`src/rtl/core/kc_pkg.sv`:
```
`default_nettype none
package kc_pkg;

	localparam int COL_W = 11;
	localparam int ROW_W = 16;
	localparam int POS_W = 27;

	typedef enum logic [1:0] {
		MODE_PIXEL = 2'd0,
		MODE_FLUSH = 2'd1,
		MODE_COEF  = 2'd2
	} kc_mode_t;

	localparam logic [1:0] CFG_WIDTH  = 2'd0;
	localparam logic [1:0] CFG_HEIGHT = 2'd1;
	localparam logic [1:0] CFG_KSIZE  = 2'd2;

	localparam logic [10:0] RST_WIDTH  = 11'd640;
	localparam logic [15:0] RST_HEIGHT = 16'd480;
	localparam logic [2:0]  RST_KSIZE  = 3'd3;

	typedef struct packed {
		logic [COL_W-1:0] w;
		logic [ROW_W-1:0] h;
		logic [2:0]       k;
		logic [1:0]       r;
	} kc_cfg_t;

	typedef struct packed {
		logic                is_coef;
		logic [4:0]          cidx;
		logic signed [15:0]  cval;
		logic [COL_W-1:0]    col;
		logic [7:0]          pix;
		logic                emit;
		logic [COL_W-1:0]    xo;
		logic [ROW_W-1:0]    yo;
		logic                eor;
		logic                eof;
	} kc_item_t;

	function automatic logic [COL_W-1:0] eff_w(input logic [COL_W-1:0] raw, input int maxw);
		logic [COL_W-1:0] w;
		w = raw;
		if (w == '0)
			w = COL_W'(1);
		if (int'(w) > maxw)
			w = COL_W'(maxw);
		return w;
	endfunction

	function automatic logic [ROW_W-1:0] eff_h(input logic [ROW_W-1:0] raw);
		return (raw == '0) ? ROW_W'(1) : raw;
	endfunction

	function automatic logic [2:0] eff_k(input logic [2:0] raw, input int maxk);
		logic [2:0] k;
		int mk;
		mk = 2 * ((maxk - 1) / 2) + 1;
		k = raw;
		if (k == 3'd0)
			k = 3'd1;
		if (k[0] == 1'b0)
			k = k - 3'd1;
		if (int'(k) > mk)
			k = 3'(mk);
		return k;
	endfunction

endpackage
`default_nettype wire

```
`src/rtl/core/kc_queue.sv`:
```
`default_nettype none
module kc_queue (
	input  wire logic             clk,
	input  wire logic             arst_n,
	input  wire logic             push,
	input  wire kc_pkg::kc_item_t push_item,
	output logic                  full,
	input  wire logic             pop,
	output logic                  head_valid,
	output kc_pkg::kc_item_t      head_item
);

	kc_pkg::kc_item_t ent_q [2];
	logic             rd_q;
	logic             wr_q;
	logic [1:0]       cnt_q;
	logic             do_pop;

	assign full       = (cnt_q == 2'd2);
	assign head_valid = (cnt_q != 2'd0);
	assign head_item  = ent_q[rd_q];
	assign do_pop     = pop && head_valid;

	always_ff @(posedge clk or negedge arst_n) begin
		if (!arst_n) begin
			rd_q  <= 1'b0;
			wr_q  <= 1'b0;
			cnt_q <= 2'd0;
		end else begin
			if (push)
				wr_q <= ~wr_q;
			if (do_pop)
				rd_q <= ~rd_q;
			if (push && !do_pop)
				cnt_q <= cnt_q + 2'd1;
			else if (!push && do_pop)
				cnt_q <= cnt_q - 2'd1;
		end
	end

	always_ff @(posedge clk) begin
		if (push)
			ent_q[wr_q] <= push_item;
	end

endmodule
`default_nettype wire

```
`config.mk`:
```
export PLATFORM = sky130hd
export DESIGN_NAME = kc_queue
export DESIGN_NICKNAME = d
export VERILOG_FILES = /design/src/rtl/core/kc_pkg.sv /design/src/rtl/core/kc_queue.sv
export SDC_FILE = /design/constraint.sdc
export NUM_CORES = 1
export LEC_CHECK = 0
export BUFFER_PORTS_ARGS = -buffer_cell sky130_fd_sc_hd__buf_2
export CAP_MARGIN = 5
export CORE_ASPECT_RATIO = 0.9
export CORE_MARGIN = 3
export CORE_UTILIZATION = 28
export DETAILED_ROUTE_END_ITERATION = 10
export GPL_TIMING_DRIVEN = 0
export PLACE_DENSITY_LB_ADDON = 0.2
export SLEW_MARGIN = 15
export SYNTH_ARGS = -nofsm -noshare
export SYNTH_HDL_FRONTEND = slang
export SYNTH_SLANG_ARGS = --single-unit
```
`constraint.sdc`:
```
create_clock -name clk -period 4 [get_ports clk]
set_clock_uncertainty 0.05 [all_clocks]
set_input_delay 0.4 -clock clk [delete_from_list [all_inputs] [get_ports clk]]
set_output_delay 0.4 -clock clk [all_outputs]
set_load 0.01 [all_outputs]
```
Yosys cells after proc, flatten, opt, wreduce, memory -nomap -nowiden
Memory sizes are Yosys's and may differ from the RTL's.
Cells that the tools add are included.
{ "totals": {"reg_bits": 4, "ramBits": 142, "input_bits": 75, "output_inout_bits": 73, "mem_count": 1} }
{ "classes": {"addsub": 2, "eq_ne": 1, "n_mux": 4, "bitwise_logic": 2, "reduce_logical": 7} }
{ "mem_list": {"columns": ["memory", "words", "word_bits", "rd", "rd_ports_with_merged_regs", "write_ports", "line", "source"], "rows": [
  ["ent_q", 2, 71, 1, 0, 1, "kc_queue.sv:13", "kc_pkg::kc_item_t ent_q [2];"]
]} }
{ "op_table": {"columns": ["op", "n"], "rows": [
  ["2-bit two-way mux", 2],
  ["2-bit nonzero test", 2],
  ["1-bit logical AND", 3],
  ["2-bit by 1-bit adder with 2-bit output (second input constant)", 1],
  ["2-bit == test (second input constant)", 1],
  ["1-bit logical NOT", 2],
  ["1-bit two-way mux", 2],
  ["1-bit NOT", 2],
  ["2-bit by 1-bit subtractor with 2-bit output (second input constant)", 1]
]} }

Longest topological paths before layout
Gate-level depths: netlist of run 1.
{ "depth": {"word_depth": 5, "mapped_depth": 6, "ltp_nobuf": 6} }

Worst setup path after synthesis of run 1
No wires, ideal clock.
{ "synth_timing": {"kind": "reg2reg", "from": "reg wr_q", "to": "mem ent_q[0][0] (netlist bit), enable pin", "setup_ns": 0.509, "t_arrival_ns": 3.555, "slack_ns": -0.114, "path_stages_with_launch": 2, "n_path_buf": 0, "synth_period_minus_slack_ns": 4.114, "cell_sequence": "dfrtp_1 -> nor2b_1"} }
{ "synth_rtl": {"columns": ["item", "line", "source"], "rows": [
  ["start, declared", "kc_queue.sv:15", "logic wr_q;"],
  ["start signal, assigned", "kc_queue.sv:31", "wr_q <= ~wr_q;"],
  ["end, declared", "kc_queue.sv:13", null]
]} }
Straight into the memory's write port.

==> metrics.md, run 1 <==
| Metric | Value |
|---|---|
| Outcome | `completed` |
| Worst hold start | `push_item[9]` |
| Drt drc | `0` |
| GR peak layer | `met2` |
| Reg2Reg Depth | `3` |
| Fill cells | `1793` |
| Adder and majority gate portion of the synthesized area | `0.221%` |
| Pwr dens | `750 nW/um^2` |
| DP Wirelength | `7240 um` |
| Synth Area in Compound Gates | `0%` |
| Post-Synth Simple-Gate Area | `0.574%` |
| Worst-path clk slew | `0.06 ns` |
| Total track usage | `9.87%` |
| Largest family of logic cells by synthesized area | `multiplexers` |
| Total CTS buffers | `17` |
| Fin area | `7470 um^2` |
| Nets | `484` |
| Reg2reg end | `ent_q[0][6]$_DFFE_PP_` |
| Commonest non-fill, non-tap cell in the layout | `buf_2` |
| Slew @ Worst Pin | `0.578 ns` |
| Aggregate routed wire length | `10500 um` |
| Leakage | `3.00 nW` |
| RePlAce Congestion | `0.648` |
| Worst-path cell chain | `buf_6, buf_12, mux2_4, buf_2` |
| FF+latch count, synth | `146` |
| Area Growth Syn to Fin | `32.0%` |
| Layout cells sized above 1 | `62.0%` |
| Remaining antenna violation count after routing | `0` |
| Reg-to-Reg Start | `wr_q$_DFFE_PN0P_` |
| Cell variety after synth | `14` |
| CP Max Fanout | `10` |
| Met2 Usage GRT | `16.3%` |
| Fin Setup TNS | `0 ns` |
| 1st-pass router iterations | `4` |
| First-pass GRT wire length | `16400 um` |
| Initial Utilization | `29.0%` |
| Slew HR | `61.4%` |
| Nature of the critical path startpoint | `register` |
| Vias in the first global route | `3002` |
| VDD IR-drop max | `352 uV` |
| Critical path's slowest cell | `dfrtp_1` |
| CP endpoint kind | `primary output` |
| N_diodes | `0` |
| Part of the Yosys area used for sequential elements | `77.1%` |
| DR WL/cell | `15.7 um` |
| Die area | `22000 um^2` |
| Worst Path Arrival | `1.60 ns` |
| Multiplexer area fraction after synthesis | `18.7%` |
| Required time worst endpoint | `3.55 ns` |
| Clock H-tree levels | `4` |
| Placed Area | `6820 um^2` |
| Hold Path Depth | `1` |
| Syn_area_per_cell | `23.9 um^2` |
| Max-slew violations | `0` |
| Final WS setup | `1.95 ns` |
| CTS tree | `yes` |
| Commonest cells after routing, fill and taps aside | `147 x buf_2, 142 x edfxtp_1, 69 x mux2_4, 17 x clkbuf_16, 8 x buf_12` |
| Sequential Area | `4360 um^2` |
| Largest net degree at the start of global routing | `43` |
| Core area | `19500 um^2` |
| Reg2reg setup slack | `2.27 ns` |
| Row cnt | `48` |
| Vias per cell | `4.06` |
| Syn_nets | `313` |
| Period utilization | `51.4%` |
| # port buffers | `147` |
| Setup violators final | `0` |
| Tmin final | `2.05 ns` |
| Initial antenna violation count | `2` |
| Max Cap Violations | `0` |
| Fmax | `487 MHz` |
| Pre-CTS WS | `2.07 ns` |
| # IOs | `148` |
| Mapped Cells | `237` |
| Post-synthesis xor/xnor area fraction | `0.773%` |
| Clk_lat worst skew | `0.40 ns` |
| Clk buf depth | `2` |
| Final hold vios | `0` |
| Hold crit path type | `input port to register` |
| Vias | `2725` |
| Area of the multi-input gates | `1160 um^2` |
| Die Y | `141 um` |
| Met3 Usage GRT | `4.67%` |
| Clock sinks | `146` |
| Worst stage delay on the critical path | `0.34 ns` |
| Hold path endpoint | `ent_q[0][9]$_DFFE_PP_` |
| Die X | `156 um` |
| Clk Tree Root Cell | `clkbuf_16` |
| RSZ-0062 raised after global routing | `no` |
| Crit Path Class | `register to primary output` |
| Yosys warns | `0` |
| Total grt overflow | `0` |
| Cell Area, Synth | `5660 um^2` |
| Initial DRC count | `115` |
| Met1 usage | `11.5%` |
## Yosys cell counts
library cell / number / share of area [%]
and2_1: 1 / 0.11
nand2_1: 1 / 0.066
nor2_1: 1 / 0.066
buf_6: 1 / 0.20
mux2_4: 69 / 18
ha_1: 1 / 0.22
xor2_1: 3 / 0.46
mux2_2: 2 / 0.40
dfrtp_1: 4 / 1.8
or2_1: 1 / 0.11
buf_12: 7 / 2.5
edfxtp_1: 142 / 75
nor2b_1: 2 / 0.22
xnor2_1: 2 / 0.31
## power breakdown
group / switching (mW) / internal (mW)
sequential: 0.0772 / 2.03
clock: 0.600 / 1.11
combinational: 0.823 / 0.964
total: 1.50 / 4.10
## sequential cells by signal (all words and copies together) (netlist names)
| signal | flops |
|---|---|
| cnt_q | 2 |
| ent_q | 142 |
| wr_q | 1 |
| rd_q | 1 |
## metrics by stage
| step | std cells | hold slack, ns | power (mW) | util, % |
|---|---|---|---|---|
| 6_report | 671 | 0.125 | 5.60 | 38.3 |
| 5_1_grt | 671 | 0.0989 | 5.90 | 38.3 |
| 4_1_cts | 671 | 0.0989 | 5.71 | 38.3 |
| 3_5_place_dp | 638 | 0.159 | 3.98 | 35.0 |
| 3_3_place_gp | 634 | 0.158 | 3.92 | 34.4 |
| 2_1_floorplan | 237 | 0.0544 | 3.37 | - |
## kinds of logic after synthesis
| logic type | Yosys count |
|---|---|
| multiplexers | 71 |
| XOR/XNOR | 5 |
| flip-flops | 146 |
| AND/OR/NAND/NOR | 6 |
| adder cells (fa/ha/maj) | 1 |
| buffers and inverters | 8 |
## worst max-delay path by stage
| stage | start | endpoint | slack [ns] | cells past startpoint |
|---|---|---|---|---|
| after global routing | rd_q$_DFFE_PN0P_ | head_item[6] | 1.84 | 4 |
| after global placement | push | ent_q[0][9]$_DFFE_PP_ | -0.11 | 2 |
| after CTS | rd_q$_DFFE_PN0P_ | head_item[43] | 1.88 | 4 |
| final | rd_q$_DFFE_PN0P_ | head_item[23] | 1.95 | 4 |
| after detailed placement | push | ent_q[0][9]$_DFFE_PP_ | 2.07 | 4 |
| after floorplan | push | ent_q[0][0]$_DFFE_PP_ | 1.26 | 1 |
## repair_timing
action,CTS,global route
hold buffers,1,0
endpoints found under the setup margin,0,0
setup buffers,0,0
gates resized for setup,0,0
endpoints found under the hold margin,4,0
## layout make-up
type | instances | share of cell area [%]
Sequential cell | 146 | 58.4
Multi-Input combinational cell | 83 | 15.5
Timing Repair Buffer | 152 | 11.3
Clock buffer | 19 | 5.79
Tap cell | 250 | 4.18
Clock inverter | 13 | 2.78
Buffer | 8 | 2.03
## routing by layer
layer,up-vias,routed length (um)
li1,1279,-
met3,13,810
met1,1324,4400
met2,105,5190
met4,4,102
met5,-,34
## critical path, delay by kind of cell (launching register included)
kind                   cells  cell delay (ns)
DFF                        1             0.34
buffers and inverters      3             0.54
muxes                      1             0.31
No activity file was read; power rests on OpenSTA's default activity.
==> inputs of run 2 (changes only) <==
Settings changed: ABC_AREA set to 1.
Clock period 4 ns to 1.8 ns, I/O delays scaled along.
==> run 2 against run 1 <==
  * Total power rose by 120%
  * Non-clock buffer count up 80
  * Global-route usage increased by 2.2 points
  * Utilization is 4.1 points higher
  * Synthesized cell count is 68% higher
  * Combinational power up 120%
  * Clock power increased by 110%
==> metrics.md, run 2 <==
| Metric | Value |
|---|---|
| Top cells by area, synth | `edfxtp_1 79%, nand2_1 15%, dfrtp_1 1.9%` |
| Drt drc | `0` |
| Vias in the first global route | `3831` |
| DP Wirelength | `8220 um` |
| Total track usage | `12.1%` |
| Required time worst endpoint | `1.57 ns` |
| Die Y | `138 um` |
| Vias per cell | `4.06` |
| Worst-path clk slew | `0.06 ns` |
| Worst Path Arrival | `1.48 ns` |
| Reg-to-Reg Start | `wr_q$_DFFE_PN0P_` |
| CTS tree | `yes` |
| Clock sinks | `146` |
| Pwr dens | `1530 nW/um^2` |
| Largest net degree at the start of global routing | `33` |
| Initial DRC count | `97` |
| Clock H-tree levels | `4` |
| Fin util | `42.4%` |
| Clk Tree Root Cell | `clkbuf_16` |
| FFs w/ async S/R, synth | `2.74%` |
| Hold crit path type | `input port to async pin` |
| RSZ-0062 raised after global routing | `yes` |
| First-pass GRT wire length | `19600 um` |
| Initial antenna violation count | `0` |
| Number of synthesized flops with an enable pin | `142` |
| Aggregate routed wire length | `12400 um` |
| Setup violators final | `0` |
| Biggest register | `ent_q` |
| Row cnt | `47` |
| Slew HR | `45.0%` |
| Die area | `21000 um^2` |
| Commonest non-fill, non-tap cell in the layout | `nand2_1` |
| Largest register FFs | `142` |
| Cell Area, Synth | `5410 um^2` |
| Clk buf depth | `2` |
| CP endpoint kind | `primary output` |
| # port buffers | `147` |
| DR WL/cell | `13.8 um` |
| Reg2reg end | `ent_q[1][47]$_DFFE_PP_` |
| RePlAce Congestion | `0.737` |
| Fin Setup TNS | `0 ns` |
| N_diodes | `0` |
| Max Cap Violations | `0` |
| CP Max Fanout | `10` |
| VDD IR-drop max | `705 uV` |
| Max-slew violations | `0` |
| Syn_nets | `474` |
| Synth top area share | `78.8%` |
| FF+latch count, synth | `146` |
| Area leader, netlist | `edfxtp_1` |
| Final hold vios | `0` |
| Placed insts | `794` |
| Synth top cells by count | `222 x nand2_1, 142 x edfxtp_1, 8 x buf_6` |
| Commonest cells after routing, fill and taps aside | `221 x nand2_1, 147 x buf_2, 142 x edfxtp_1, 74 x dlygate4sd3_1, 17 x clkbuf_16` |
| Total CTS buffers | `17` |
| Die X | `153 um` |
| Leakage | `3.40 nW` |
| Cell variety after synth | `14` |
| Part of the Yosys area used for sequential elements | `80.7%` |
| Yosys warns | `0` |
| Slew @ Worst Pin | `0.825 ns` |
| Outcome | `completed` |
| Reg2Reg Depth | `3` |
| Area Growth Syn to Fin | `46.7%` |
| Period utilization | `95.3%` |
| Most frequent cell after synthesis | `nand2_1` |
| Crit Path Class | `register to primary output` |
| Finished Layout Cells | `901` |
| Top Registers | `ent_q: 142 flops, cnt_q: 2 flops` |
| Reg2reg setup slack | `0.15 ns` |
| Initial Utilization | `28.9%` |
| Clk_lat worst skew | `0.41 ns` |
| Total grt overflow | `0` |
| Remaining antenna violation count after routing | `0` |
| Nature of the critical path startpoint | `register` |
| Layout cells sized above 1 | `30.8%` |
| Post-CTS setup buffers | `0` |
| Worst Hold Slack | `0.0644 ns` |
| Tmin final | `1.71 ns` |
| Vias | `3656` |
| Synth Flop Type | `edfxtp_1` |
| Syn_area_per_cell | `13.6 um^2` |
| Core area | `18700 um^2` |
| 1st-pass router iterations | `4` |
| Fmax | `583 MHz` |
| Mapped Cells | `398` |
| Nets | `719` |
| # IOs | `148` |
## run 2: changes by cell type in the layout (fill, tap and decap cells not counted), sizes merged, moves of 2 or more
| cell | previous run | this run |
|---|---|---|
| bufinv | 5 | 3 |
| nor2b | 2 | 0 |
| inv | 2 | 9 |
| mux2 | 71 | 0 |
| nor2 | 1 | 3 |
| xor2 | 3 | 1 |
| buf | 159 | 163 |
| dlygate4sd3 | 1 | 74 |
| clkinv | 3 | 6 |
| nand3 | 0 | 2 |
| nand2 | 1 | 222 |
## run 2: power breakdown
| group | internal [mW] | total (mW) | switching (mW) |
|---|---|---|---|
| logic | 1.51 | 3.88 | 2.37 |
| clock network | 2.20 | 3.59 | 1.40 |
| registers | 4.51 | 4.69 | 0.179 |
## run 2: how the worst max path moves through the flow
stage,start,end,slack (ns),depth (start not counted)
final,rd_q$_DFFE_PN0P_,head_item[48],0.09,6
after global placement,wr_q$_DFFE_PN0P_,ent_q[1][33]$_DFFE_PP_,-0.90,2
after CTS,rd_q$_DFFE_PN0P_,head_item[48],-0.0006,6
after floorplan,wr_q$_DFFE_PN0P_,ent_q[1][0]$_DFFE_PP_,-0.16,2
after detailed placement,wr_q$_DFFE_PN0P_,ent_q[0][33]$_DFFE_PP_,0.01,2
after global routing,rd_q$_DFFE_PN0P_,head_item[0],-0.03,6
## run 2: cells by family (layout without fill, tap and decap cells)
logic type / after synthesis / in the layout / synth area share [%]
buffers and inverters: 22 / 279 / 2.94
adders and majority gates: 1 / 1 / 0.231
DFF: 146 / 146 / 80.7
xor gates and xnor gates: 2 / 2 / 0.324
and+or+nand+nor: 227 / 228 / 15.8
## run 2: worst max-delay path, stage by stage, from the launching register on
cell,delay [ns]
dfrtp_1,0.40
buf_12,0.16
clkinv_8,0.09
buf_6,0.15
nand2_1,0.05
nand2_1,0.08
buf_2,0.14
## run 2: what timing repair did
action | CTS | global route
hold endpoints to repair | 148 | 0
pin swaps | 1 | 0
endpoints found under the setup margin | 39 | 70
cloned | 1 | 0
gates resized for setup | 4 | 7
hold buffers | 74 | 0
## run 2: stage by stage
stage | total power, mW | cell area (um^2) | setup slack, ns
final | 12.2 | 7940 | 0.0854
after global routing | 13.0 | 7940 | -0.0300
after CTS | 12.4 | 7910 | -0.000647
after detailed placement | 8.54 | 6550 | 0.0110
after global placement | 8.41 | 6470 | -0.899
after floorplan | 6.85 | 5420 | -0.161
## run 2: layout make-up
type	instances	area [um^2]
fill	1789	10800
sequential	146	4360
timing repair buffer	225	1560
multi-input combinational	231	903
clock buffer	17	425
tap	245	307
clock inverter	15	181
buffer	15	155
inverter	7	42.5
## run 2: per-layer routing
layer / GRT usage (%) / wire, um / vias to the layer above / part of all wire [%]
met5: 0 / 0 / - / 0
met4: 3.36 / 106 / 0 / 0.85
met3: 5.05 / 874 / 11 / 7.0
met2: 21.0 / 6220 / 105 / 50
met1: 13.9 / 5230 / 1701 / 42
li1: - / - / 1839 / -
