### src/rtl/core/kc_pkg.sv
`default_nettype none
package kc_pkg;

	localparam int COL_W = 11;
	localparam int ROW_W = 16;
	localparam int POS_W = 27;

	typedef enum logic [1:0] {
		MODE_PIXEL = 2'd0,
		MODE_FLUSH = 2'd1,
		MODE_COEF  = 2'd2
	} kc_mode_t;

	localparam logic [1:0] CFG_WIDTH  = 2'd0;
	localparam logic [1:0] CFG_HEIGHT = 2'd1;
	localparam logic [1:0] CFG_KSIZE  = 2'd2;

	localparam logic [10:0] RST_WIDTH  = 11'd640;
	localparam logic [15:0] RST_HEIGHT = 16'd480;
	localparam logic [2:0]  RST_KSIZE  = 3'd3;

	typedef struct packed {
		logic [COL_W-1:0] w;
		logic [ROW_W-1:0] h;
		logic [2:0]       k;
		logic [1:0]       r;
	} kc_cfg_t;

	typedef struct packed {
		logic                is_coef;
		logic [4:0]          cidx;
		logic signed [15:0]  cval;
		logic [COL_W-1:0]    col;
		logic [7:0]          pix;
		logic                emit;
		logic [COL_W-1:0]    xo;
		logic [ROW_W-1:0]    yo;
		logic                eor;
		logic                eof;
	} kc_item_t;

	function automatic logic [COL_W-1:0] eff_w(input logic [COL_W-1:0] raw, input int maxw);
		logic [COL_W-1:0] w;
		w = raw;
		if (w == '0)
			w = COL_W'(1);
		if (int'(w) > maxw)
			w = COL_W'(maxw);
		return w;
	endfunction

	function automatic logic [ROW_W-1:0] eff_h(input logic [ROW_W-1:0] raw);
		return (raw == '0) ? ROW_W'(1) : raw;
	endfunction

	function automatic logic [2:0] eff_k(input logic [2:0] raw, input int maxk);
		logic [2:0] k;
		int mk;
		mk = 2 * ((maxk - 1) / 2) + 1;
		k = raw;
		if (k == 3'd0)
			k = 3'd1;
		if (k[0] == 1'b0)
			k = k - 3'd1;
		if (int'(k) > mk)
			k = 3'(mk);
		return k;
	endfunction

endpackage
`default_nettype wire

### src/rtl/core/kc_front.sv
`default_nettype none
module kc_front #(
	parameter int MAX_WIDTH = 1024,
	parameter int MAX_KSIZE = 5
) (
	input  wire logic         clk,
	input  wire logic         arst_n,
	input  wire logic         s_tvalid,
	output logic              s_tready,
	input  wire logic [1:0]   mode,
	input  wire logic [7:0]   pixel_value,
	input  wire logic [4:0]   coef_index,
	input  wire logic [15:0]  coef_value,
	input  wire logic         cfg_we,
	input  wire logic [1:0]   cfg_index,
	input  wire logic [15:0]  cfg_data,
	output kc_pkg::kc_cfg_t   cfg,
	output logic              push,
	output kc_pkg::kc_item_t  item,
	input  wire logic         full
);

	localparam logic [kc_pkg::COL_W-1:0] RW = kc_pkg::eff_w(kc_pkg::RST_WIDTH, MAX_WIDTH);
	localparam logic [kc_pkg::ROW_W-1:0] RH = kc_pkg::eff_h(kc_pkg::RST_HEIGHT);
	localparam logic [2:0] RK = kc_pkg::eff_k(kc_pkg::RST_KSIZE, MAX_KSIZE);
	localparam logic [kc_pkg::POS_W-1:0] RST_DELAY =
		kc_pkg::POS_W'(RK / 3'd2) * kc_pkg::POS_W'(RW) + kc_pkg::POS_W'(RK / 3'd2);
	localparam logic [kc_pkg::POS_W-1:0] RST_TOTAL =
		kc_pkg::POS_W'(RW) * kc_pkg::POS_W'(RH) + RST_DELAY;

	logic [kc_pkg::COL_W-1:0] w_raw_q, w_raw_d, nw;
	logic [kc_pkg::ROW_W-1:0] h_raw_q, h_raw_d, nh;
	logic [2:0]               k_raw_q, k_raw_d, nk;
	logic [kc_pkg::POS_W-1:0] delay_q, total_q, delay_d;

	logic [kc_pkg::POS_W-1:0]   p_q;
	logic [kc_pkg::COL_W-1:0]   col_q, xo_q;
	logic [kc_pkg::ROW_W:0]     row_q;
	logic [kc_pkg::ROW_W-1:0]   yo_q;

	logic accept, stream, emit, wrap_end, cfg_hit;
	kc_pkg::kc_mode_t md;

	assign s_tready = !full;
	assign accept   = s_tvalid && s_tready;
	assign md       = kc_pkg::kc_mode_t'(mode);

	always_comb begin
		w_raw_d = w_raw_q;
		h_raw_d = h_raw_q;
		k_raw_d = k_raw_q;
		cfg_hit = 1'b0;
		if (cfg_we) begin
			unique case (cfg_index)
				kc_pkg::CFG_WIDTH: begin
					w_raw_d = cfg_data[kc_pkg::COL_W-1:0];
					cfg_hit = 1'b1;
				end
				kc_pkg::CFG_HEIGHT: begin
					h_raw_d = cfg_data;
					cfg_hit = 1'b1;
				end
				kc_pkg::CFG_KSIZE: begin
					k_raw_d = cfg_data[2:0];
					cfg_hit = 1'b1;
				end
				default: cfg_hit = 1'b0;
			endcase
		end
		nw = kc_pkg::eff_w(w_raw_d, MAX_WIDTH);
		nh = kc_pkg::eff_h(h_raw_d);
		nk = kc_pkg::eff_k(k_raw_d, MAX_KSIZE);
		delay_d = kc_pkg::POS_W'(nk / 3'd2) * kc_pkg::POS_W'(nw) + kc_pkg::POS_W'(nk / 3'd2);
	end

	always_comb begin
		cfg.w = kc_pkg::eff_w(w_raw_q, MAX_WIDTH);
		cfg.h = kc_pkg::eff_h(h_raw_q);
		cfg.k = kc_pkg::eff_k(k_raw_q, MAX_KSIZE);
		cfg.r = 2'(cfg.k / 3'd2);
	end

	always_comb begin
		stream = 1'b0;
		unique case (md)
			kc_pkg::MODE_PIXEL: stream = 1'b1;
			kc_pkg::MODE_FLUSH: stream = 1'b1;
			kc_pkg::MODE_COEF:  stream = 1'b0;
			default:            stream = 1'b0;
		endcase
	end

	assign emit     = (p_q >= delay_q);
	assign wrap_end = ((p_q + kc_pkg::POS_W'(1)) >= total_q);
	assign push     = accept && (stream || (md == kc_pkg::MODE_COEF));

	always_comb begin
		item.is_coef = !stream;
		item.cidx    = coef_index;
		item.cval    = $signed(coef_value);
		item.col     = col_q;
		item.pix     = (md == kc_pkg::MODE_PIXEL && row_q < {1'b0, cfg.h}) ? pixel_value : 8'd0;
		item.emit    = emit;
		item.xo      = xo_q;
		item.yo      = yo_q;
		item.eor     = (xo_q == cfg.w - kc_pkg::COL_W'(1));
		item.eof     = item.eor && (yo_q == cfg.h - kc_pkg::ROW_W'(1));
	end

	always_ff @(posedge clk or negedge arst_n) begin
		if (!arst_n) begin
			w_raw_q <= kc_pkg::RST_WIDTH;
			h_raw_q <= kc_pkg::RST_HEIGHT;
			k_raw_q <= kc_pkg::RST_KSIZE;
			delay_q <= RST_DELAY;
			total_q <= RST_TOTAL;
		end else begin
			w_raw_q <= w_raw_d;
			h_raw_q <= h_raw_d;
			k_raw_q <= k_raw_d;
			delay_q <= delay_d;
			total_q <= kc_pkg::POS_W'(nw) * kc_pkg::POS_W'(nh) + delay_d;
		end
	end

	always_ff @(posedge clk or negedge arst_n) begin
		if (!arst_n) begin
			p_q   <= '0;
			col_q <= '0;
			row_q <= '0;
			xo_q  <= '0;
			yo_q  <= '0;
		end else if (cfg_hit) begin
			p_q   <= '0;
			col_q <= '0;
			row_q <= '0;
			xo_q  <= '0;
			yo_q  <= '0;
		end else if (accept && stream) begin
			if (wrap_end) begin
				p_q   <= '0;
				col_q <= '0;
				row_q <= '0;
				xo_q  <= '0;
				yo_q  <= '0;
			end else begin
				p_q <= p_q + kc_pkg::POS_W'(1);
				if (col_q == cfg.w - kc_pkg::COL_W'(1)) begin
					col_q <= '0;
					row_q <= row_q + 17'd1;
				end else begin
					col_q <= col_q + kc_pkg::COL_W'(1);
				end
				if (emit) begin
					if (item.eor) begin
						xo_q <= '0;
						yo_q <= yo_q + kc_pkg::ROW_W'(1);
					end else begin
						xo_q <= xo_q + kc_pkg::COL_W'(1);
					end
				end
			end
		end
	end

endmodule
`default_nettype wire

### config.mk
export PLATFORM = sky130hd
export DESIGN_NAME = kc_front
export DESIGN_NICKNAME = d
export VERILOG_FILES = /design/src/rtl/core/kc_pkg.sv /design/src/rtl/core/kc_front.sv
export SDC_FILE = /design/constraint.sdc
export NUM_CORES = 1
export LEC_CHECK = 0
export ABC_AREA = 1
export BUFFER_PORTS_ARGS = -buffer_cell sky130_fd_sc_hd__buf_2
export CAP_MARGIN = 10
export CELL_PAD_IN_SITES_DETAIL_PLACEMENT = 0
export CELL_PAD_IN_SITES_GLOBAL_PLACEMENT = 1
export CORE_ASPECT_RATIO = 1.25
export CORE_MARGIN = 2
export CORE_UTILIZATION = 46
export CTS_BUF_LIST = sky130_fd_sc_hd__clkbuf_2
export CTS_CLUSTER_SIZE = 8
export DETAILED_ROUTE_END_ITERATION = 8
export HOLD_SLACK_MARGIN = 0.12
export PLACE_DENSITY_LB_ADDON = 0.1
export REMOVE_ABC_BUFFERS = 1
export SYNTH_ARGS = -nofsm -noshare
export SYNTH_HDL_FRONTEND = slang
export SYNTH_SLANG_ARGS = --single-unit
export TNS_END_PERCENT = 30
### constraint.sdc
create_clock -name clk -period 9.5 [get_ports clk]
set_input_delay 0.475 -clock clk [delete_from_list [all_inputs] [get_ports clk]]
set_output_delay 0.475 -clock clk [all_outputs]
set_load 0.05 [all_outputs]
After elaboration in Yosys (flattened, before gate mapping)
Index checks and enable logic that the tools add are counted.
{"block": "op_classes", "add_sub_neg": 11, "mux": 43, "reduce_logical": 25, "n_mul": 2, "n_lt_le_gt_ge": 7, "n_eq_ne": 7}
{"cell": "11-bit two-way mux", "n": 15}
{"cell": "16-bit two-way mux", "n": 9}
{"cell": "27-bit two-way mux", "n": 3}
{"cell": "17-bit two-way mux", "n": 4}
{"cell": "16-bit logical NOT", "n": 2}
{"cell": "27-bit by 1-bit adder with 27-bit output (second input constant)", "n": 1}
{"cell": "27-bit by 14-bit adder with 27-bit output", "n": 1}
{"cell": "27-bit by 14-bit >= comparator with 1-bit output", "n": 1}
{"cell": "27-bit >= comparator", "n": 1}
{"cell": "11-bit by 16-bit multiplier with 27-bit output", "n": 1}
{"cell": "3-bit two-way mux", "n": 8}
{"cell": "11-bit by 1-bit adder with 11-bit output (second input constant)", "n": 2}
{"cell": "11-bit == test", "n": 2}
{"cell": "11-bit greater-than comparator (second input constant)", "n": 2}
{"cell": "11-bit logical NOT", "n": 2}
{"cell": "17-bit by 1-bit adder with 17-bit output (second input constant)", "n": 1}
{"cell": "17-bit by 16-bit < comparator with 1-bit output", "n": 1}
{"cell": "16-bit by 1-bit adder with 16-bit output (second input constant)", "n": 1}
{"cell": "16-bit == test", "n": 1}
{"cell": "16-bit by 1-bit subtractor with 16-bit output (second input constant)", "n": 1}
{"cell": "13-bit by 2-bit adder with 14-bit output", "n": 1}
{"cell": "2-bit by 11-bit multiplier with 13-bit output", "n": 1}
{"cell": "11-bit by 1-bit subtractor with 11-bit output (second input constant)", "n": 1}
{"cell": "3-bit nonzero test", "n": 3}
{"cell": "other kinds (16)", "n": 30}
{"block": "word_totals", "ff_bits": 153, "inputBits": 54}

Logic depth before layout (Yosys ltp)
Gate-level depths: netlist of the first run.
{"block": "logic_depth", "ltp_word": 12, "mapped_depth": 47, "mapped_depth_nobuf": 46}

Worst setup path before layout of the first run
OpenSTA, ideal clock, no wires.
{"block": "synth_timing", "kind": "in2reg", "from": "input port cfg_index[0]", "to": "register total_q[25] (netlist bit)", "t_arrival_ns": 7.855, "slack_ns": 1.522, "required_time_ns": 9.376, "setup_ns": 0.124, "stages": 42, "path_cell_list": "inv_1 nand2_4 buf_6 nand2_1 nand2_2 nor4_1 and3_1 nand3_1 nand2_2 buf_4 buf_4 nand3_1 fa_1 inv_1 ha_1 fa_1 a21o_1 a21oi_1 (+6 left out) inv_1 fa_1 fa_1 fa_1 fa_1 inv_1 ha_1 nand2_1 nor2_1 nand2_1 o211ai_1 a21oi_1 inv_1 a21oi_1 o21ai_0 nand2_1 nand3_1 xor2_1"}
{"block": "synth_via", "elab_chain_cells": 12, "elab_cells_between_ends": 25, "classes_between": "add/sub: 3; mul: 2; order compare: 2; eq/ne: 2; mux: 12; reduce/logical: 4"}
{"element": "start, declared", "line": "kc_front.sv:15", "text": "input wire logic [1:0] cfg_index,"}
{"element": "2-bit == test", "line": "kc_front.sv:54", "text": "unique case (cfg_index)"}
{"element": "3-bit two-way mux", "line": "kc_front.sv:54"}
{"element": "3-bit two-way mux", "line": "kc_front.sv:53", "text": "if (cfg_we) begin"}
{"element": "3-bit logical NOT", "line": "kc_pkg.sv:61", "text": "if (k == 3'd0)"}
{"element": "3-bit two-way mux", "line": "kc_pkg.sv:61"}
{"element": "3-bit by 1-bit subtractor with 3-bit output", "line": "kc_pkg.sv:64", "text": "k = k - 3'd1;"}
{"element": "3-bit two-way mux", "line": "kc_pkg.sv:63", "text": "if (k[0] == 1'b0)"}
{"element": "3-bit greater-than comparator", "line": "kc_pkg.sv:65", "text": "if (int'(k) > mk)"}
{"element": "3-bit two-way mux", "line": "kc_pkg.sv:65"}
{"element": "2-bit by 11-bit multiplier with 13-bit output", "line": "kc_front.sv:73", "text": "delay_d = kc_pkg::POS_W'(nk / 3'd2) * kc_pkg::POS_W'(nw) + kc_pkg::POS_W'(nk / 3'd2);"}
{"element": "13-bit by 2-bit adder with 14-bit output *", "line": "kc_front.sv:73"}
{"element": "via delay_d (one bit)", "line": "kc_front.sv:34", "text": "logic [kc_pkg::POS_W-1:0] delay_q, total_q, delay_d;"}
{"element": "27-bit by 14-bit adder with 27-bit output *", "line": "kc_front.sv:122", "text": "total_q <= kc_pkg::POS_W'(nw) * kc_pkg::POS_W'(nh) + delay_d;"}
{"element": "end signal, assigned", "line": "kc_front.sv:122"}
{"element": "end, declared", "line": "kc_front.sv:34"}
Mark *: on every way through the listed nets, which the timed path passes. The rest lies on a longest branch.
A chain may end at the register's enable or synchronous reset.

Worst setup path after layout of the first run
{"block": "layout_timing", "from": "register w_raw_q[1] (netlist bit)", "to": "register total_q[20] (netlist bit)"}
{"block": "layout_via", "elab_chain_cells": 9, "elab_cells_between_ends": 10, "classes_between": "add/sub: 2; mul: 2; order compare: 1; mux: 4; reduce/logical: 1"}
{"element": "start, declared", "line": "kc_front.sv:31", "text": "logic [kc_pkg::COL_W-1:0] w_raw_q, w_raw_d, nw;"}
{"element": "start signal, assigned", "line": "kc_front.sv:112", "text": "w_raw_q <= kc_pkg::RST_WIDTH;"}
{"element": "start signal, assigned", "line": "kc_front.sv:118", "text": "w_raw_q <= w_raw_d;"}
{"element": "11-bit two-way mux", "line": "kc_front.sv:54"}
{"element": "11-bit two-way mux *", "line": "kc_front.sv:53"}
{"element": "11-bit logical NOT", "line": "kc_pkg.sv:45", "text": "if (w == '0)"}
{"element": "11-bit two-way mux *", "line": "kc_pkg.sv:45"}
{"element": "11-bit greater-than comparator", "line": "kc_pkg.sv:47", "text": "if (int'(w) > maxw)"}
{"element": "11-bit two-way mux *", "line": "kc_pkg.sv:47"}
{"element": "2-bit by 11-bit multiplier with 13-bit output *", "line": "kc_front.sv:73"}
{"element": "13-bit by 2-bit adder with 14-bit output *", "line": "kc_front.sv:73"}
{"element": "via delay_d (one bit)", "line": "kc_front.sv:34"}
{"element": "27-bit by 14-bit adder with 27-bit output *", "line": "kc_front.sv:122"}
Marks and branches as above.

==> results of run 1 <==
state kept, by name, summed over array words and instances, names as in the netlist:
name / cells
h_raw_q: 16
w_raw_q: 11
p_q: 27
delay_q: 13
k_raw_q: 3
xo_q: 11
row_q: 17
yo_q: 16
total_q: 27
col_q: 11
cell type report:
class	count	area (um^2)	area share, %
multi-input cells	1586	11110	60.95
repair buffers	151	889.6	4.880
clock buffers	21	105.1	0.5766
inverters	405	1521	8.347
flip-flops and latches	152	3826	20.99
well taps	480	600.6	3.295
diodes	1	2.502	0.01373
clock inverters	11	172.7	0.9472
per-stage QoR:
| step | cells | area, um^2 | util, % | setup WS (ns) | hold WS [ns] |
|---|---|---|---|---|---|
| floorplan | 2143 | 16460 | - | 0.8676 | 0.1794 |
| global placement | 2759 | 17800 | 48.89 | 0.7956 | 0.5166 |
| detailed placement | 2759 | 17800 | 48.89 | 0.5825 | 0.5266 |
| CTS | 2806 | 18230 | 50.07 | 1.124 | 0.1292 |
| global route | 2807 | 18230 | 50.08 | 0.3565 | 0.1613 |
| finish | 2807 | 18230 | 50.08 | 1.087 | 0.2157 |
worst max-delay path: cells and delay by family (launching register included):
family                     cells  cell delay [ns]
DFF                            1             0.54
AOI/OAI and AO/OA             10             2.03
buffers and inverters          6             0.59
adders and majority gates      8             3.60
and+or+nand+nor               10             1.30
xor gates and xnor gates       2             0.30
cells in the mapped netlist (all sizes together), types with 5 or more instances:
library cell  count  area [um^2]
inv             400         1501
nand2           396         1546
nand3           228         1161
nor2            228        882.1
ha              151         1889
fa              140         2803
dfrtp           134         3353
a21oi            90        450.4
xor2             83        727.0
o21ai            76        395.4
nor3             61        305.3
buf              50        359.1
clkbuf           48        180.2
nand4            35        219.0
xnor2            25        219.0
nor4             24        150.1
dfstp            18        473.0
o22ai            13        81.33
clkinv            5        20.01
placed cells by master (no fill, tap or decap), types with 15 or more instances in the layout:
master	Yosys	final
inv_1	384	384
nand2_1	382	381
nand3_1	224	224
nor2_1	223	223
ha_1	151	151
fa_1	140	140
dfrtp_1	134	134
buf_2	11	114
a21oi_1	90	90
xor2_1	83	83
o21ai_0	66	66
nor3_1	61	61
nand4_1	35	35
xnor2_1	25	25
nor4_1	24	24
clkbuf_2	0	21
buf_4	30	21
dfstp_2	18	18
inv_2	16	16
dlygate4sd3_1	0	15
power by group through the flow:
stage / combinational, uW / clock, uW / sequential [uW]
after floorplan: 2940 / 0 / 1110
after global placement: 4300 / 0 / 1010
after detailed placement: 4310 / 0 / 1010
after CTS: 4350 / 451 / 1000
after global routing: 4800 / 473 / 1020
final: 4270 / 438 / 999
worst paths after layout:
check	slack, ns	cells after the start	end	start
max	1.09	36	total_q[20]	w_raw_q[1]
min	0.22	4	w_raw_q[0]	cfg_index[1]
max reg2reg	1.09	36	total_q[20]	w_raw_q[1]
min reg2reg	0.56	2	row_q[0]	row_q[0]
max in group asynchronous	7.26	4	row_q[9]	arst_n
min in group asynchronous	0.72	3	xo_q[1]	arst_n
what timing repair did:
action / in CTS / in global routing
hold endpoints to repair: 91 / 0
setup endpoints to repair: 0 / 0
hold buffers: 15 / 0
per-layer routing:
metal / wire [um] / track usage (%) / vias up
li1: - / - / 7222
met1: 22350 / 35.63 / 7377
met2: 26850 / 50.25 / 424
met3: 2301 / 3.760 / 81
met4: 1386 / 8.457 / 0
met5: 0 / 0.2604 / -
cell families (layout without fill, tap and decap cells):
group / Yosys count / count (layout) / synth area share, %
other: 1 / 2 / 0.02207
xor gates and xnor gates: 108 / 108 / 5.566
and+or+nand+nor: 984 / 984 / 25.58
muxes: 1 / 1 / 0.06625
adders and majority gates: 291 / 291 / 27.61
DFF: 152 / 152 / 22.51
buffers and inverters: 503 / 588 / 12.13
AOI/OAI and AO/OA: 201 / 201 / 6.523
==> results.py, run 1 <==
metrics = {
    "run_status": {
        "status": "complete, no violations",
    },
    "timing": {
        "skew_ns": 0.05449,
        "fin_setup_tns_ns": 0,
        "slew_headroom_pct": 34.51,
        "min_period_ns": 8.413,
        "period_share_pct": 88.56,
        "hold_viol_final": 0,
        "slew_violations": 0,
        "rsz0062_at_grt": "false",
        "fmax_ghz": 0.1189,
        "worst_pin_slew_ns": 0.9824,
        "finalSetupViolCount": 0,
    },
    "route": {
        "drc": 0,
        "first_pass_iters": 6,
        "dr.first_iter.drc_count": 1061,
        "detailroute.via_count": 15104,
        "drtAntennaViolNets": 0,
        "post_drt_wl_per_cell_um": 18.84,
        "vias_per_cell": 5.381,
        "routed_wl_mm": 52.89,
    },
    "floorplanning": {
        "dieHeight_um": 218.9,
        "rows": 78,
        "die_width_um": 175.9,
        "pin_count": 159,
        "die_area_mm2": 0.03851,
        "start_util_pct": 46.69,
        "core_area_mm2": 0.03640,
    },
    "min_path": {
        "hp-class": "in -> reg",
    },
    "synthesis": {
        "synth.cell_area_mm2": 0.01700,
        "synth_edf_count": 0,
        "synth-warning-count": 0,
        "synth_top_flop_cell": "dfrtp_1",
        "async_flop_share_pct": 100.0,
        "avgSynthCellArea_um2": 7.584,
        "ys_types": 50,
        "synth_cells": 2241,
        "ys_ff_latch": 152,
        "synth.yosys.seq_area_share_pct": 22.51,
    },
    "global_route": {
        "gr-total-overflow": 0,
        "grt_pass1_vias": 14927,
        "antenna_found_initial": 1,
        "track_usage_pct": 28.23,
        "grt_max_degree": 80,
        "grt_pass1_wl_mm": 83.48,
    },
    "power_and_ir_drop": {
        "switching_share_pct": 55.14,
        "power.internal_uw": 2561,
        "clockPowerShare_pct": 7.7,
        "peakVddDrop_uv": 536.7,
        "powerDensity_mw_per_mm2": 313.2,
        "p_comb_share_pct": 74.8,
        "power_leakage_uw": 0.009667,
        "power_uw": 5708,
        "switchingPower_uw": 3147,
        "seqPwrFrac_pct": 17.5,
    },
    "critical_path": {
        "startpoint_type": "flip-flop",
        "critical_path_class": "reg -> reg",
        "cp-end-kind": "flip-flop",
        "cp_max_fo": 14,
        "cpPeakStageDelay_ns": 0.56,
        "crit_slowest_cell": "fa_1",
        "cp.required_ns": 10.28,
        "crit_arrival_ns": 9.19,
    },
    "cells_and_area": {
        "area_delta_synth_final_pct": 7.259,
        "fillers": 3649,
        "layout-drive-gt1-share_pct": 10.19,
        "nets": 2658,
    },
    "clock_network": {
        "cts.clk_slew.worst_paths_ns": 0.24,
        "numCtsBuffers": 17,
        "numClockSinks": 152,
        "post_cts_buffers": 0,
        "h-tree-depth": 4,
        "cts-root-buf": "clkbuf_2",
        "cts_buffer_depth": 2,
        "worstSkewPairLatency_ns": 0.85,
        "cts_tree": "yes",
        "postCtsResizedCells": 0,
    },
    "placement": {
        "routabilityCongestion": 0.9225,
        "hpwl_mm": 42.58,
        "io_buffer_count": 115,
    },
    "run": {
        "cap_viol_max_count": 0,
    },
}
(Power assumes the default switching activity.)
==> run 2: changes to the inputs <==
--- a/config.mk
+++ b/config.mk
@@ -6,7 +6,7 @@
 export NUM_CORES = 1
 export LEC_CHECK = 0
 export ABC_AREA = 1
-export BUFFER_PORTS_ARGS = -buffer_cell sky130_fd_sc_hd__buf_2
+export BUFFER_PORTS_ARGS = -buffer_cell sky130_fd_sc_hd__buf_4
 export CAP_MARGIN = 10
 export CELL_PAD_IN_SITES_DETAIL_PLACEMENT = 0
 export CELL_PAD_IN_SITES_GLOBAL_PLACEMENT = 1
==> run 2 against run 1 <==
  * Utilization grew 0.65 points
  * Clock skew shrank 0.011 ns
  * Final cell count is essentially flat
  * First-iteration DRC count grew 10%
  * Non-clock buffer count shrank 3
  * Clock power shrank 5.7%
  * Power grew 0.28%
  * Clock-buffer cell count shrank 1
  * Flip-flop and latch count is the same
  * Register-to-register slack lost 0.25 ns
==> results.py, run 2 (synthesis results as in run 1) <==
metrics = {
    "run_status": {
        "status": "complete, no violations",
    },
    "timing": {
        "slew_headroom_pct": 36.72,
        "fmax_ghz": 0.1154,
        "slew_violations": 0,
        "min_period_ns": 8.666,
        "finalSetupViolCount": 0,
        "period_share_pct": 91.22,
        "fin_setup_tns_ns": 0,
        "worst_pin_slew_ns": 0.9492,
        "rsz0062_at_grt": "false",
        "skew_ns": 0.04377,
        "hold_viol_final": 0,
    },
    "critical_path": {
        "critPathLaunch": "w_raw_q[2]",
        "crit_arrival_ns": 9.43,
        "r2r-start": "w_raw_q[2]",
        "startpoint_type": "flip-flop",
        "r2r_setup_slack_ns": 0.83,
        "crit_slowest_cell": "dfrtp_1",
        "cp.required_ns": 10.27,
        "reg2regPathDepth": 35,
        "cpPeakStageDelay_ns": 0.62,
        "rr_endpoint": "total_q[20]",
        "cp-end-kind": "flip-flop",
        "critical_path_class": "reg -> reg",
        "cp-endpoint": "total_q[20]",
        "cp_common_cell": "inv_1",
        "cp_max_fo": 17,
    },
    "floorplanning": {
        "core_area_mm2": 0.03640,
        "rows": 78,
        "pin_count": 159,
        "dieHeight_um": 218.9,
        "die_width_um": 175.9,
        "start_util_pct": 46.69,
        "die_area_mm2": 0.03851,
    },
    "cells_and_area": {
        "final_common_cell": "inv_1",
        "area_delta_synth_final_pct": 8.658,
        "layout-drive-gt1-share_pct": 10.16,
        "final_util_pct": 50.73,
        "reg_top3": "p_q x27, total_q x27, row_q x17",
        "nets": 2655,
        "layout_common_cells": "inv_1, nand2_1, nand3_1, nor2_1, ha_1",
    },
    "global_route": {
        "grt_max_degree": 97,
        "track_usage_pct": 28.19,
        "antenna_found_initial": 2,
        "gr-total-overflow": 0,
        "grt_pass1_wl_mm": 83.66,
        "grt_pass1_vias": 15177,
    },
    "clock_network": {
        "cts.clk_slew.worst_paths_ns": 0.26,
        "cts_tree": "yes",
        "numClockSinks": 152,
        "h-tree-depth": 4,
        "cts_buffer_depth": 2,
        "numCtsBuffers": 17,
        "cts-root-buf": "clkbuf_2",
        "worstSkewPairLatency_ns": 0.85,
    },
    "power_and_ir_drop": {
        "peakVddDrop_uv": 378.1,
        "power_leakage_uw": 0.009693,
        "power_uw": 5724,
        "powerDensity_mw_per_mm2": 310.0,
    },
    "route": {
        "first_pass_iters": 6,
        "drtAntennaViolNets": 0,
        "detailroute.via_count": 15265,
        "post_drt_wl_per_cell_um": 18.89,
        "dr.first_iter.drc_count": 1170,
        "vias_per_cell": 5.442,
        "routed_wl_mm": 52.99,
        "drc": 0,
    },
    "placement": {
        "io_buffer_count": 115,
        "hpwl_mm": 42.40,
        "routabilityCongestion": 0.9393,
    },
    "run": {
        "cap_viol_max_count": 0,
    },
    "min_path": {
        "hp-class": "in -> async",
    },
}
[run 2: cell types whose count changed in the layout (fill, tap and decap cells not counted), sizes merged]
cell / delta
diode: +1
clkinvlp: +1
inv: -1
clkinv: +2
buf: -1
dlygate4sd3: -2
bufinv: -1
clkbuf: -1
[run 2: timing repair]
| item | 4_1_cts | 5_1_grt |
|---|---|---|
| resized for setup | 0 | 0 |
| setup buffers | 0 | 0 |
| hold buffers | 13 | 0 |
| hold endpoints to repair | 97 | 0 |
[run 2: routing by layer]
metal / GRT usage [%] / vias to the layer above / part of all wire (%)
li1: - / 7225 / -
met1: 35.63 / 7522 / 42
met2: 50.05 / 447 / 51
met3: 3.863 / 71 / 4.8
met4: 8.375 / 0 / 2.6
met5: 0.2604 / - / 0
[run 2: how the worst min path moves through the flow]
stage | startpoint | end | slack [ns]
floorplan | arst_n | col_q[0] | 0.18
global placement | k_raw_q[0] | k_raw_q[0] | 0.51
detailed placement | k_raw_q[0] | k_raw_q[0] | 0.54
CTS | cfg_data[14] | h_raw_q[14] | 0.15
global route | cfg_data[14] | h_raw_q[14] | 0.13
finish | arst_n | xo_q[0] | 0.22
[run 2: through the flow]
step / setup WS [ns] / instance area [um^2] / cells / hold WS [ns]
floorplan: 0.8676 / 16460 / 2143 / 0.1794
CTS: 0.9382 / 18460 / 2803 / 0.1475
finish: 0.8339 / 18470 / 2805 / 0.2173
global route: 0.04104 / 18470 / 2805 / 0.1257
global placement: 0.7763 / 18080 / 2758 / 0.5136
detailed placement: 0.5723 / 18080 / 2758 / 0.5357
[run 2: layout make-up]
class	instances	area (um^2)
clock inverter	12	155.1
tap	480	600.6
fill	3615	17940
antenna	2	5.005
sequential	152	3826
clock buffer	20	100.1
inverter	405	1521
timing repair buffer	148	1147
multi-input combinational	1586	11110
[run 2: critical path: cells and delay by family (launching register included)]
kind            cells  cell delay (ns)
fa+ha+maj           8             3.52
simple gates        8             1.49
flops               1             0.62
compound gates      9             1.91
xor+xnor            2             0.35
buf+inv             8             0.69
[run 2: where the power goes]
| part | switching [uW] | total [uW] | leakage, uW | internal [uW] |
|---|---|---|---|---|
| clock | 264 | 413 | 0.000142 | 149 |
| sequential | 145 | 997 | 0.00193 | 851 |
| combinational | 2750 | 4310 | 0.00762 | 1570 |
==> run 3: changes to the inputs <==
==> constraint.sdc (replaced) <==
create_clock -name clk -period 9.5 [get_ports clk]
set_input_delay 1.425 -clock clk [delete_from_list [all_inputs] [get_ports clk]]
set_output_delay 1.425 -clock clk [all_outputs]
set_load 0.05 [all_outputs]
==> run 3 against run 2 <==
  * Flip-flop and latch count stayed put
  * Via count decreased by 0.18%
  * Clock skew rose by 0.00084 ns
  * Sequential power down 1%
  * Utilization up 0.24 points
  * Largest power group unchanged
==> results.py, run 3 (synthesis results as in run 1) <==
metrics = {
    "critical_path": {
        "cp-end-kind": "flip-flop",
        "reg2regPathDepth": 37,
        "startpoint_type": "input pin",
        "cpPeakStageDelay_ns": 0.54,
        "cp_max_fo": 6,
        "r2r_setup_slack_ns": 1.36,
        "cp_common_cell": "inv_1",
        "crit_slowest_cell": "fa_1",
        "rr_endpoint": "total_q[20]",
        "cp.required_ns": 10.21,
        "r2r-start": "k_raw_q[1]",
        "crit_arrival_ns": 9.37,
        "critical_path_class": "in -> reg",
    },
    "route": {
        "post_drt_wl_per_cell_um": 18.22,
        "detailroute.via_count": 15237,
        "drtAntennaViolNets": 0,
        "vias_per_cell": 5.394,
        "wl_met3_mm": 2.629,
        "dr.first_iter.drc_count": 1061,
        "routedLengthMet1_mm": 21.57,
        "dr.max_layer_used": "met4",
        "first_pass_iters": 5,
        "wl_met2_mm": 25.88,
        "routed_wl_mm": 51.47,
        "drc": 0,
    },
    "global_route": {
        "track_usage_pct": 27.54,
        "grt_pass1_vias": 15094,
        "gr-total-overflow": 0,
        "antenna_found_initial": 1,
        "grt_max_degree": 90,
        "grt_pass1_wl_mm": 82.05,
    },
    "placement": {
        "routabilityCongestion": 0.9205,
        "placed_cell_area_mm2": 0.01834,
        "post-place-ws_ns": 0.1034,
        "hpwl_mm": 41.66,
        "io_buffer_count": 115,
    },
    "timing": {
        "skew_ns": 0.04461,
        "hold_viol_final": 0,
        "rsz0062_at_grt": "false",
        "worst_pin_slew_ns": 1.015,
        "slew_violations": 0,
        "whs_ns": 0.5611,
        "finalSetupViolCount": 0,
        "worst_slack_ns": 0.8428,
        "slew_headroom_pct": 32.36,
        "fmax_ghz": 0.1155,
        "min_period_ns": 8.657,
        "period_share_pct": 91.13,
    },
    "cells_and_area": {
        "fin_area_mm2": 0.01855,
        "layout_common_cells": "inv_1, nand2_1, nand3_1, nor2_1, buf_4",
        "layout-drive-gt1-share_pct": 11.48,
        "nets": 2677,
        "area_delta_synth_final_pct": 9.173,
        "reg_top3": "p_q x27, total_q x27, row_q x17",
        "final_common_cell": "inv_1",
    },
    "floorplanning": {
        "die_width_um": 175.9,
        "start_util_pct": 46.69,
        "rows": 78,
        "dieHeight_um": 218.9,
        "core_area_mm2": 0.03640,
        "die_area_mm2": 0.03851,
        "pin_count": 159,
    },
    "power_and_ir_drop": {
        "power_leakage_uw": 0.009804,
        "peakVddDrop_uv": 479.1,
        "powerDensity_mw_per_mm2": 303.3,
    },
    "clock_network": {
        "post_cts_buffers": 0,
        "cts-root-buf": "clkbuf_2",
        "numCtsBuffers": 17,
        "cts_tree": "yes",
        "cts.clk_slew.worst_paths_ns": 0.21,
        "numClockSinks": 152,
        "cts_buffer_depth": 2,
        "worstSkewPairLatency_ns": 0.82,
        "postCtsResizedCells": 0,
        "h-tree-depth": 4,
        "cts_hold_buf": 0,
    },
    "min_path": {
        "worstHoldStart": "k_raw_q[0]",
        "hold-path-cell-count": 2,
        "min_to": "k_raw_q[0]",
        "hp-class": "reg -> reg",
    },
    "run": {
        "cap_viol_max_count": 0,
    },
    "run_status": {
        "status": "complete, no violations",
    },
}
run 3: worst max-delay path by stage:
stage | startpoint | end | cells after the start
after floorplan | cfg_index[0] | total_q[25] | 38
after global placement | cfg_index[0] | total_q[25] | 41
after detailed placement | cfg_index[0] | total_q[20] | 38
after CTS | cfg_index[0] | total_q[20] | 38
after global routing | cfg_index[0] | total_q[20] | 38
final | cfg_index[0] | total_q[20] | 38
run 3: final cells by class:
cell class / instances / area (um^2)
fill: 3627 / 17850
tap: 480 / 600.6
sequential: 152 / 3826
timing repair buffer: 170 / 1280
clock inverter: 10 / 107.6
multi-input combinational: 1586 / 11110
clock buffer: 21 / 105.1
antenna: 1 / 2.502
inverter: 405 / 1521
run 3: worst max-delay path: cells and delay by family:
family | cells | cell delay, ns
AOI/OAI and AO/OA | 11 | 2.36
xor gates and xnor gates | 3 | 0.56
adders and majority gates | 9 | 3.72
buffers and inverters | 10 | 0.65
and+or+nand+nor | 5 | 0.65
run 3: stage by stage:
stage	util, %	std cells	total power, uW	TNS [ns]
floorplan	-	2143	4047	-0.2609
CTS	50.96	2824	5712	0
detailed placement	50.38	2793	5308	0
finish	50.97	2825	5627	0
global placement	50.38	2793	5257	0
global route	50.97	2825	6258	0
run 3: routing by layer:
layer	GRT usage, %	up-vias
met5	0.2604	-
met3	3.898	78
met1	35.66	7422
li1	-	7282
met2	47.47	455
met4	8.871	0
run 3: where the power goes:
part	switching (uW)	leakage (uW)	internal, uW	total (uW)
Clock	253	0.000138	121	375
Sequential	133	0.00193	850	983
Combinational	2690	0.00773	1580	4270
Total	3070	0.00980	2550	5630
